**src/rtl/core/mfde_pkg.sv**
```systemverilog
`default_nettype none
// ----------------------------------------------------------------------------
// Framebuffer draw engine package
// Shared constants, operation codes, sequencer states and the request format
// of the shared remainder adder.
// ----------------------------------------------------------------------------
package mfde_pkg;

   // default panel geometry: columns and 8-row pages
   localparam int DEF_SCREEN_WIDTH = 128;
   localparam int DEF_PAGE_COUNT   = 8;

   // coordinate width and width of the signed remainder / quotient / row
   localparam int COORD_W = 8;
   localparam int REM_W   = 10;

   // operation codes
   localparam logic [1:0] OP_POINT = 2'd0;
   localparam logic [1:0] OP_LINE  = 2'd1;
   localparam logic [1:0] OP_FILL  = 2'd2;
   localparam logic [1:0] OP_READ  = 2'd3;

   // pen codes
   localparam logic [1:0] PEN_ERASE  = 2'd0;
   localparam logic [1:0] PEN_SET    = 2'd1;
   localparam logic [1:0] PEN_INVERT = 2'd2;

   localparam logic [7:0] BYTE_ONES  = 8'hff;
   localparam logic [7:0] BYTE_ZEROS = 8'h00;

   // sequencer states
   typedef enum logic [9:0] {
      S_CLEAR     = 10'b00_0000_0001,
      S_IDLE      = 10'b00_0000_0010,
      S_NORM      = 10'b00_0000_0100,
      S_PLOT_RD   = 10'b00_0000_1000,
      S_PLOT_WR   = 10'b00_0001_0000,
      S_ADVANCE   = 10'b00_0010_0000,
      S_FILL      = 10'b00_0100_0000,
      S_READ      = 10'b00_1000_0000,
      S_READ_WAIT = 10'b01_0000_0000,
      S_DONE      = 10'b10_0000_0000
   } state_type;

   // operands of the shared adder, two's complement
   typedef struct packed {
      logic [REM_W-1:0] a;
      logic [REM_W-1:0] b;
      logic             sub;
   } alu_req_type;

endpackage
`default_nettype wire

```
**src/rtl/core/mfde_alu.sv**
```systemverilog
`default_nettype none
// ----------------------------------------------------------------------------
// Shared remainder adder
// Single add/subtract unit reused by the sequencer for remainder stepping
// and for the remainder-versus-span normalization compare.
// ----------------------------------------------------------------------------
module mfde_alu (
   input  mfde_pkg::alu_req_type               alu_req,
   output logic [mfde_pkg::REM_W-1:0]          alu_sum
);

   // add or subtract, wrap in two's complement
   always_comb begin
      if (alu_req.sub) begin
         alu_sum = alu_req.a - alu_req.b;
      end else begin
         alu_sum = alu_req.a + alu_req.b;
      end
   end

endmodule
`default_nettype wire

```
**config.mk**
```make
export PLATFORM = sky130hd
export DESIGN_NAME = mfde_alu
export DESIGN_NICKNAME = d
export VERILOG_FILES = /design/src/rtl/core/mfde_pkg.sv /design/src/rtl/core/mfde_alu.sv
export SDC_FILE = /design/constraint.sdc
export NUM_CORES = 1
export LEC_CHECK = 0
export BUFFER_PORTS_ARGS = -buffer_cell sky130_fd_sc_hd__buf_2
export CAP_MARGIN = 20
export CORE_AREA = 4 4 41 43
export DETAILED_ROUTE_END_ITERATION = 8
export DIE_AREA = 0 0 45 47
export PLACE_DENSITY = 0.89
export SLEW_MARGIN = 20
export SYNTH_ARGS = -nofsm -noshare
export SYNTH_HDL_FRONTEND = slang
export SYNTH_SLANG_ARGS = --single-unit
```
**constraint.sdc**
```tcl
create_clock -name vclk -period 3.3
set_input_delay 0.495 -clock vclk [all_inputs]
set_output_delay 0.495 -clock vclk [all_outputs]
set_load 0.005 [all_outputs]
```
==> results of run 1 <==
-- through the flow --
step | power (mW) | instances | hold slack [ns] | setup WS, ns
2_1_floorplan | 0.121 | 81 | 1.13 | 0.675
3_3_place_gp | 0.184 | 126 | 1.36 | 0.354
3_5_place_dp | 0.190 | 126 | 1.35 | 0.267
4_1_cts | 0.191 | 126 | 1.35 | 0.252
5_1_grt | 0.215 | 126 | 1.39 | 0.0784
6_report | 0.188 | 126 | 1.35 | 0.258
-- worst max-delay path: cells and delay by family --
kind,cells,cell delay (ns)
AOI/OAI and AO/OA,3,0.67
adders and majority gates,2,0.56
buffers and inverters,3,0.31
muxes,1,0.24
and+or+nand+nor,1,0.14
xor gates and xnor gates,1,0.12
-- cell usage after synthesis --
master    instances  area, um2
clkbuf_1          1       3.75
ha_1             10        125
a31oi_1           1       6.26
and2b_1           1       7.51
o21bai_1          2       15.0
nor4b_4           1       23.8
nand2_1           2       7.51
nor3_1            4       20.0
o21ai_1           1       5.00
o21a_1            3       22.5
mux2i_1           1       10.0
nor2_1            8       30.0
or2_2             1       6.26
nor2_2            1       6.26
o31a_1            1       8.76
nand4_1           1       6.26
nor2b_1           1       6.26
a21oi_1          11       55.1
a211oi_1          1       7.51
xnor2_1          11       96.3
fa_1              1       20.0
xor2_1            5       43.8
o21ai_0           4       20.0
inv_1             7       26.3
and4_1            1       8.76
-- logic make-up (layout without fill, tap and decap cells) --
family	count (synthesis)	in the layout	share of synthesized area [%]
AOI/OAI and AO/OA	24	24	23.8
and+or+nand+nor	21	21	20.9
xor gates and xnor gates	16	16	23.8
adders and majority gates	11	11	24.7
buffers and inverters	8	38	5.11
muxes	1	1	1.70
-- power by group through the flow --
stage               Combinational [mW]  Sequential (mW)  Clock [mW]
floorplan                        0.121                0           0
global placement                 0.184                0           0
detailed placement               0.190                0           0
CTS                              0.191                0           0
global route                     0.215                0           0
finish                           0.188                0           0
-- metal layers --
metal | vias up | part of all wire [%] | wire [um] | global-route usage [%]
met4 | 0 | 0 | 0 | 2.34
met3 | 0 | 7.2 | 99 | 0
li1 | 346 | - | - | -
met2 | 21 | 54 | 741 | 29.4
met5 | - | 0 | 0 | 0
met1 | 279 | 39 | 541 | 17.4
-- area by class of cell --
class	instances	share of cell area [%]
inverter	7	3.47
multi-input combinational	73	73.6
tap	15	2.48
timing repair buffer	31	20.5
-- placed cells by master (no fill, tap or decap) --
| cell | n |
|---|---|
| a21oi_1 | 11 |
| o21ai_0 | 4 |
| or2_2 | 1 |
| xnor2_1 | 11 |
| and2b_1 | 1 |
| inv_1 | 7 |
| mux2i_1 | 1 |
| ha_1 | 10 |
| o31a_1 | 1 |
| o21a_1 | 3 |
| nor2b_1 | 1 |
| o21bai_1 | 2 |
| a211oi_1 | 1 |
| xor2_1 | 5 |
| a31oi_1 | 1 |
| nor4b_4 | 1 |
| nand4_1 | 1 |
| buf_2 | 31 |
| nand2_1 | 2 |
| and4_1 | 1 |
| fa_1 | 1 |
| o21ai_1 | 1 |
| nor3_1 | 4 |
| nor2_2 | 1 |
| nor2_1 | 8 |
-- worst max path at each step --
stage	cells after the start	end	start
2_1_floorplan	8	alu_sum[9]	alu_req[0]
3_3_place_gp	11	alu_sum[9]	alu_req[1]
3_5_place_dp	11	alu_sum[9]	alu_req[1]
4_1_cts	11	alu_sum[9]	alu_req[1]
5_1_grt	11	alu_sum[9]	alu_req[1]
6_report	11	alu_sum[9]	alu_req[1]
==> metrics.cfg, run 1 <==
[floorplanning]
rows = 13
io_pins = 31
start_util_pct = 45.2
fp.coreArea_um2 = 1300
die_y_um = 47
die_x_um = 45
die-area_um2 = 2120

[detailed_routing]
wl_per_cell_um = 11.0
wl_um = 1380
drtIter0Drc = 6
drtPass1Iterations = 4
drc_errors = 0
vias = 646
ant_nets = 0
via_per_inst = 5.13

[sta]
final-setup-viol-count = 0
tightest_slew_ns = 0.268
rsz0062_at_grt = false
fin_crit_ns = 3.04
fin_setup_tns_ns = 0
max_freq_mhz = 329
slew_viol_final = 0
period_share_pct = 92.2
relSlewSlack_pct = 81.6
hold_viol = 0

[yosys]
ys_seq_area_share_pct = 0
syn_nets = 113
synth.distinct_cells = 25
yosysWarnings = 0
avgSynthCellArea_um2 = 7.26
syn-instance-count = 81
syn_area_um2 = 588

[power_and_ir_drop]
p_clk_share_pct = 0
power_density_nw_per_um2 = 248
p_int_mw = 0.0952
ir_drop_mv = 0.102
switching_power_mw = 0.0932
sw_frac_of_total_pct = 49.5
leakage_nw = 0.371
seq_power_share_pct = 0
combPwrFrac_pct = 100.0

[cells_and_area]
area_delta_synth_final_pct = 28.9
seq_cell_count = 0
nClkBuffers = 0
fill_cells = 135
register_area_um2 = 0
multi_input_area_um2 = 558
final_nets = 145
drive_gt1_share_pct = 30.6
stdcell_area_um2 = 758
final_core_util_pct = 58.3
antenna_cells = 0

[min_path]
hold_path.startpoint = alu_req[12]
hold_end = alu_sum[1]
hold_class = in2out
hold_depth = 3

[setup_path]
max_stage_delay_ns = 0.28
slowest_stage = ha_1
path_cells = buf_2 > inv_1 > ha_1 > mux2i_1 > ha_1 > nor2b_1 > o31a_1 > o21ai_1 > o21a_1 > xnor2_1 > buf_2
critPathCaptureType = primary output
arrival_ns = 2.55
critPathLaunchType = primary input
required_ns = 2.80
path_class = in2out
path_max_fanout = 4

[grt]
globalRouteTotalUtil_pct = 14.6
grt-ovfl-total = 0
grt_pass1_vias = 620
grt_first_pass_wirelength_um = 2440
grt_max_degree = 10
antenna_found_initial = 0

[placed_design]
io_buffer_count = 31
gp_congestion = 0.764
dpl_cell_area_um2 = 758
post-dp-hpwl_um = 1280

[cts]
ctsHoldBuffers = 0
cts.repair.resized = 0
postCtsSetupBuffers = 0

[flow_run]
max_cap_viol_count = 0

[run_status]
outcome = finished, final reports clean

(Power assumes the default switching activity.)
==> run 2, diff against run 1 <==
--- a/config.mk
+++ b/config.mk
@@ -7,10 +7,10 @@
 export LEC_CHECK = 0
 export BUFFER_PORTS_ARGS = -buffer_cell sky130_fd_sc_hd__buf_2
 export CAP_MARGIN = 20
-export CORE_AREA = 4 4 41 43
+export CORE_MARGIN = 4
+export CORE_UTILIZATION = 44
 export DETAILED_ROUTE_END_ITERATION = 8
-export DIE_AREA = 0 0 45 47
-export PLACE_DENSITY = 0.89
+export PLACE_DENSITY = 0.92
 export SLEW_MARGIN = 20
 export SYNTH_ARGS = -nofsm -noshare
 export SYNTH_HDL_FRONTEND = slang
==> constraint.sdc (replaced) <==
create_clock -name vclk -period 2.75
set_input_delay 0.4125 -clock vclk [all_inputs]
set_output_delay 0.4125 -clock vclk [all_outputs]
set_load 0.005 [all_outputs]
==> run 2 against run 1 <==
Sequential share of layout area unchanged. Largest power group unchanged. Highest routed layer is now met4. Via count up 16%. Non-clock buffer count up 7. Sequential cell count unchanged. Largest cell class unchanged.
==> metrics.cfg, run 2 (synthesis gave the netlist of run 1 again) <==
[run_status]
outcome = finished, final reports clean  ; unchanged

[detailed_routing]
wl_um = 1820  ; was 1380 um
via_per_inst = 5.67  ; was 5.13
drtIter0Drc = 13  ; was 6
vias = 749  ; was 646
drtPass1Iterations = 4  ; unchanged
drc_errors = 0  ; unchanged
ant_nets = 0  ; unchanged
wl_per_cell_um = 13.8  ; was 11.0 um

[setup_path]
path_cells = buf_2 > inv_2 > ha_4 > nand2_1 > nor3_1 > nor2_1 > xnor2_1 > ha_1 > a21oi_1 > o21ai_1 > a21oi_2 > o21a_1 > xnor2_1 > buf_2  ; was buf_2 > inv_1 > ha_1 > mux2i_1 > ha_1 > nor2b_1 > o31a_1 > o21ai_1 > o21a_1 > xnor2_1 > buf_2
max_stage_delay_ns = 0.33  ; was 0.28 ns
cp_top_family = compound AO/OA/AOI/OAI gates  ; unchanged
arrival_ns = 2.33  ; was 2.55 ns
path_class = in2out  ; unchanged
path_buf_inv = 3  ; unchanged
critPathLaunchType = primary input  ; unchanged
critPathCaptureType = primary output  ; unchanged
slowest_stage = ha_1  ; unchanged
path_max_fanout = 4  ; unchanged
required_ns = 2.34  ; was 2.80 ns

[cells_and_area]
drive_gt1_share_pct = 45.8  ; was 30.6%
final_common_cell = buf_2  ; unchanged
seq_cell_count = 0  ; unchanged
final_cell_mix = 29 x buf_2, 11 x xnor2_1, 8 x nor2_1, 8 x ha_1, 6 x a21oi_1  ; was 31 x buf_2, 11 x a21oi_1, 11 x xnor2_1
final_nets = 152  ; was 145
register_area_um2 = 0  ; unchanged
area_delta_synth_final_pct = 51.3  ; was 28.9%
stdcell_area_um2 = 890  ; was 758 um2
nClkBuffers = 0  ; unchanged
final_core_util_pct = 75.0  ; was 58.3%
layout.cells.non_filler = 132  ; was 126
antenna_cells = 0  ; unchanged

[grt]
antenna_found_initial = 0  ; unchanged
grt_first_pass_wirelength_um = 2640  ; was 2440 um
grt-ovfl-total = 0  ; unchanged
globalRouteTotalUtil_pct = 17.0  ; was 14.6%
grt_pass1_vias = 694  ; was 620
grt_max_degree = 10  ; unchanged

[power_and_ir_drop]
power_mw = 0.279  ; was 0.188 mW
ir_drop_mv = 0.155  ; was 0.102 mV
power_density_nw_per_um2 = 314  ; was 248 nW/um2
leakage_nw = 0.413  ; was 0.371 nW

[floorplanning]
rows = 12  ; was 13
io_pins = 31  ; unchanged
fp.coreArea_um2 = 1190  ; was 1300 um2
die-area_um2 = 1990  ; was 2120 um2
die_y_um = 44.6  ; was 47 um
die_x_um = 44.6  ; was 45 um
start_util_pct = 49.6  ; was 45.2%

[sta]
hold_viol = 0  ; unchanged
rsz0062_at_grt = true  ; was false
period_share_pct = 99.6
fin_setup_tns_ns = 0  ; unchanged
final-setup-viol-count = 0  ; unchanged
fin_crit_ns = 2.74
slew_viol_final = 0  ; unchanged
tightest_slew_ns = 0.289  ; was 0.268 ns
worst_slack_ns = 0.0118  ; was 0.258 ns
relSlewSlack_pct = 80.6  ; was 81.6%
max_freq_mhz = 365
whs_ns = 1.21  ; was 1.35 ns

[min_path]
hold_class = in2out  ; unchanged

[placed_design]
place_ws_ns = -0.0565  ; was 0.267 ns
post-dp-hpwl_um = 1420  ; was 1280 um
dpl_cell_area_um2 = 779  ; was 758 um2
gp_congestion = 0.810  ; was 0.764
io_buffer_count = 31  ; unchanged
placedCellCount = 128  ; was 126

[flow_run]
max_cap_viol_count = 0  ; unchanged

[cts]
ctsHoldBuffers = 0  ; unchanged

## run 2: cell count changes in the layout (fill, tap and decap cells not counted), moves of 2 or more
cell,before,now
a21oi_1,11,6
a21oi_2,0,5
buf_2,31,29
buf_4,0,5
buf_6,0,3
ha_1,10,8
inv_1,7,5
inv_2,0,2
o21ai_0,4,2
## run 2: final timing paths
| path | cells past startpoint | startpoint | to | slack, ns |
|---|---|---|---|---|
| setup / recovery | 14 | alu_req[1] | alu_sum[9] | 0.01 |
| hold / removal | 5 | alu_req[11] | alu_sum[0] | 1.21 |
## run 2: metal layers
layer	global-route usage, %	up-vias	share of wire, %
li1	-	361	-
met4	6.02	0	4.3
met5	0	-	0
met1	14.7	330	36
met2	37.5	46	52
met3	1.63	12	7.8
## run 2: cell type report
class / count / area [um2]
fillers: 91 / 297
inverters: 7 / 26.3
multi-input cells: 73 / 614
repair buffers: 38 / 231
well taps: 14 / 17.5
## run 2: power by group
group | leakage, nW | internal (mW) | switching, mW | total [mW]
logic | 0.413 | 0.144 | 0.136 | 0.279
clock network | 0 | 0 | 0 | 0
registers | 0 | 0 | 0 | 0
total | 0.413 | 0.144 | 0.136 | 0.279
## run 2: what timing repair did
action	CTS	global route
buffers inserted	3	1
cloned	0	0
pin swaps	4	17
resized for setup	4	21
endpoints found under the setup margin	4	4
==> run 3, diff against run 2 <==
--- a/config.mk
+++ b/config.mk
@@ -6,11 +6,13 @@
 export NUM_CORES = 1
 export LEC_CHECK = 0
 export BUFFER_PORTS_ARGS = -buffer_cell sky130_fd_sc_hd__buf_2
-export CAP_MARGIN = 20
+export CAP_MARGIN = 5
+export CELL_PAD_IN_SITES_DETAIL_PLACEMENT = 1
+export CELL_PAD_IN_SITES_GLOBAL_PLACEMENT = 1
 export CORE_MARGIN = 4
-export CORE_UTILIZATION = 44
+export CORE_UTILIZATION = 33
 export DETAILED_ROUTE_END_ITERATION = 8
-export PLACE_DENSITY = 0.92
+export PLACE_DENSITY = 0.95
 export SLEW_MARGIN = 20
 export SYNTH_ARGS = -nofsm -noshare
 export SYNTH_HDL_FRONTEND = slang
==> constraint.sdc (replaced) <==
create_clock -name vclk -period 3.1
set_input_delay 0.465 -clock vclk [all_inputs]
set_output_delay 0.465 -clock vclk [all_outputs]
set_load 0.005 [all_outputs]
==> run 3 against run 2 <==
Via count is 9.7% lower. Count of clock-buffer cells in the layout is the same. Worst setup slack better by 0.15 ns. Sequential share of layout area stayed put. Global-route usage is 3.8 points lower. Critical path depth shrank 3. Worst hold slack improved by 0.14 ns. Die area grew 27%. First-iteration DRC count down 92%. Non-clock buffer count shrank 7. Sequential cell count unchanged. Highest routed layer unchanged.
==> metrics.cfg, run 3 (synthesis gave the netlist of run 1 again) <==
[detailed_routing]
drtIter0Drc = 1  ; was 13
wl_um = 1700  ; was 1820 um
via_per_inst = 5.01  ; was 5.67
drc_errors = 0  ; unchanged
ant_nets = 0  ; unchanged
wl_per_cell_um = 12.6  ; was 13.8 um
drtPass1Iterations = 4  ; unchanged
vias = 676  ; was 749

[floorplanning]
io_pins = 31  ; unchanged
rows = 14  ; was 12
start_util_pct = 36.9  ; was 49.6%
die_y_um = 50.2  ; was 44.6 um
die_x_um = 50.2  ; was 44.6 um
fp.coreArea_um2 = 1590  ; was 1190 um2
die-area_um2 = 2520  ; was 1990 um2

[placed_design]
io_buffer_count = 31  ; unchanged
post-dp-hpwl_um = 1470  ; was 1420 um
gp_congestion = 0.726  ; was 0.810
place_ws_ns = 0.0699  ; was -0.0565 ns

[sta]
period_share_pct = 94.7
fin_crit_ns = 2.94
max_freq_mhz = 341
hold_viol = 0  ; unchanged
relSlewSlack_pct = 82.5  ; was 80.6%
tightest_slew_ns = 0.257  ; was 0.289 ns
rsz0062_at_grt = true  ; unchanged
slew_viol_final = 0  ; unchanged
worst_slack_ns = 0.164  ; was 0.0118 ns
final-setup-viol-count = 0  ; unchanged
fin_setup_tns_ns = 0  ; unchanged

[setup_path]
critPathLaunchType = primary input  ; unchanged
critPathCaptureType = primary output  ; unchanged
crit_start = alu_req[1]  ; unchanged
arrival_ns = 2.47  ; was 2.33 ns
required_ns = 2.63  ; was 2.34 ns
critical_path.endpoint = alu_sum[5]  ; was alu_sum[9]
path_max_fanout = 4  ; unchanged
path_class = in2out  ; unchanged

[cells_and_area]
area_delta_synth_final_pct = 33.2  ; was 51.3%
final_nets = 145  ; was 152
multi_input_area_um2 = 572  ; was 614 um2
antenna_cells = 0  ; unchanged
register_area_um2 = 0  ; unchanged
nClkBuffers = 0  ; unchanged
final_cell_mix = 31 x buf_2, 11 x xnor2_1, 10 x a21oi_1, 10 x ha_1, 8 x nor2_1  ; was 29 x buf_2, 11 x xnor2_1, 8 x nor2_1, 8 x ha_1, 6 x a21oi_1
drive_gt1_share_pct = 34.2  ; was 45.8%
final_core_util_pct = 49.1  ; was 75.0%
final_common_cell = buf_2  ; unchanged
fill_cells = 214  ; was 91
seq_cell_count = 0  ; unchanged

[power_and_ir_drop]
combPwrFrac_pct = 100.0  ; about the same
seq_power_share_pct = 0  ; about the same
power_density_nw_per_um2 = 268  ; was 314 nW/um2
ir_drop_mv = 0.0962  ; was 0.155 mV
switching_power_mw = 0.106  ; was 0.136 mW
p_clk_share_pct = 0  ; about the same
sw_frac_of_total_pct = 50.4  ; was 48.6%
leakage_nw = 0.370  ; was 0.413 nW
p_int_mw = 0.104  ; was 0.144 mW

[grt]
globalRouteTotalUtil_pct = 13.2  ; was 17.0%
grt_first_pass_wirelength_um = 2800  ; was 2640 um
grt_max_degree = 10  ; unchanged
grt-ovfl-total = 0  ; unchanged
antenna_found_initial = 0  ; unchanged
grt_pass1_vias = 679  ; was 694

[min_path]
hold_path.startpoint = alu_req[12]  ; was alu_req[11]
hold_class = in2out  ; unchanged

[cts]
ctsHoldBuffers = 0  ; unchanged

[run_status]
outcome = finished, final reports clean  ; unchanged

[flow_run]
max_cap_viol_count = 0  ; unchanged

run 3: cell types whose count changed in the layout (fill, tap and decap cells not counted), sizes merged:
cell	delta
buf	-7
run 3: power by group through the flow:
stage	combinational, mW	clock (mW)	sequential, mW
finish	0.210	0	0
global route	0.239	0	0
CTS	0.207	0	0
detailed placement	0.206	0	0
global placement	0.199	0	0
floorplan	0.129	0	0
run 3: layer usage:
metal | vias to the layer above | track usage [%] | wire length [um]
li1 | 348 | - | -
met1 | 305 | 17.3 | 724
met2 | 19 | 24.8 | 866
met3 | 4 | 0.888 | 90
met4 | 0 | 0.461 | 18
met5 | - | 0 | 0
run 3: worst max-delay path: stages:
cell and delay, ns:
buf_2 0.13, inv_1 0.06, ha_1 0.30, mux2i_2 0.24, ha_1 0.28, nor2b_1 0.14, o31a_1 0.26, o21ai_2 0.17
and2b_1 0.16, xnor2_1 0.11, buf_2 0.13
run 3: worst min path at each step:
| stage | end | depth (start not counted) |
|---|---|---|
| 2_1_floorplan | alu_sum[0] | 2 |
| 3_3_place_gp | alu_sum[1] | 3 |
| 3_5_place_dp | alu_sum[1] | 3 |
| 4_1_cts | alu_sum[1] | 3 |
| 5_1_grt | alu_sum[1] | 3 |
| 6_report | alu_sum[1] | 3 |
run 3: final cells by class:
class / instances / share of cell area [%]
tap: 24 / 3.83
timing repair buffer: 31 / 19.8
inverter: 7 / 3.35
multi-input combinational: 73 / 73.0
run 3: what timing repair did:
item | CTS | global route
gates resized for setup | 0 | 4
setup buffers | 0 | 0
endpoints found under the setup margin | 0 | 4
run 3: through the flow:
stage / hold slack [ns] / total power [mW] / area (um2) / std cells
2_1_floorplan: 1.07 / 0.129 / 588 / 81
3_3_place_gp: 1.29 / 0.199 / 769 / 135
3_5_place_dp: 1.32 / 0.206 / 769 / 135
4_1_cts: 1.31 / 0.207 / 769 / 135
5_1_grt: 1.37 / 0.239 / 783 / 135
6_report: 1.35 / 0.210 / 783 / 135
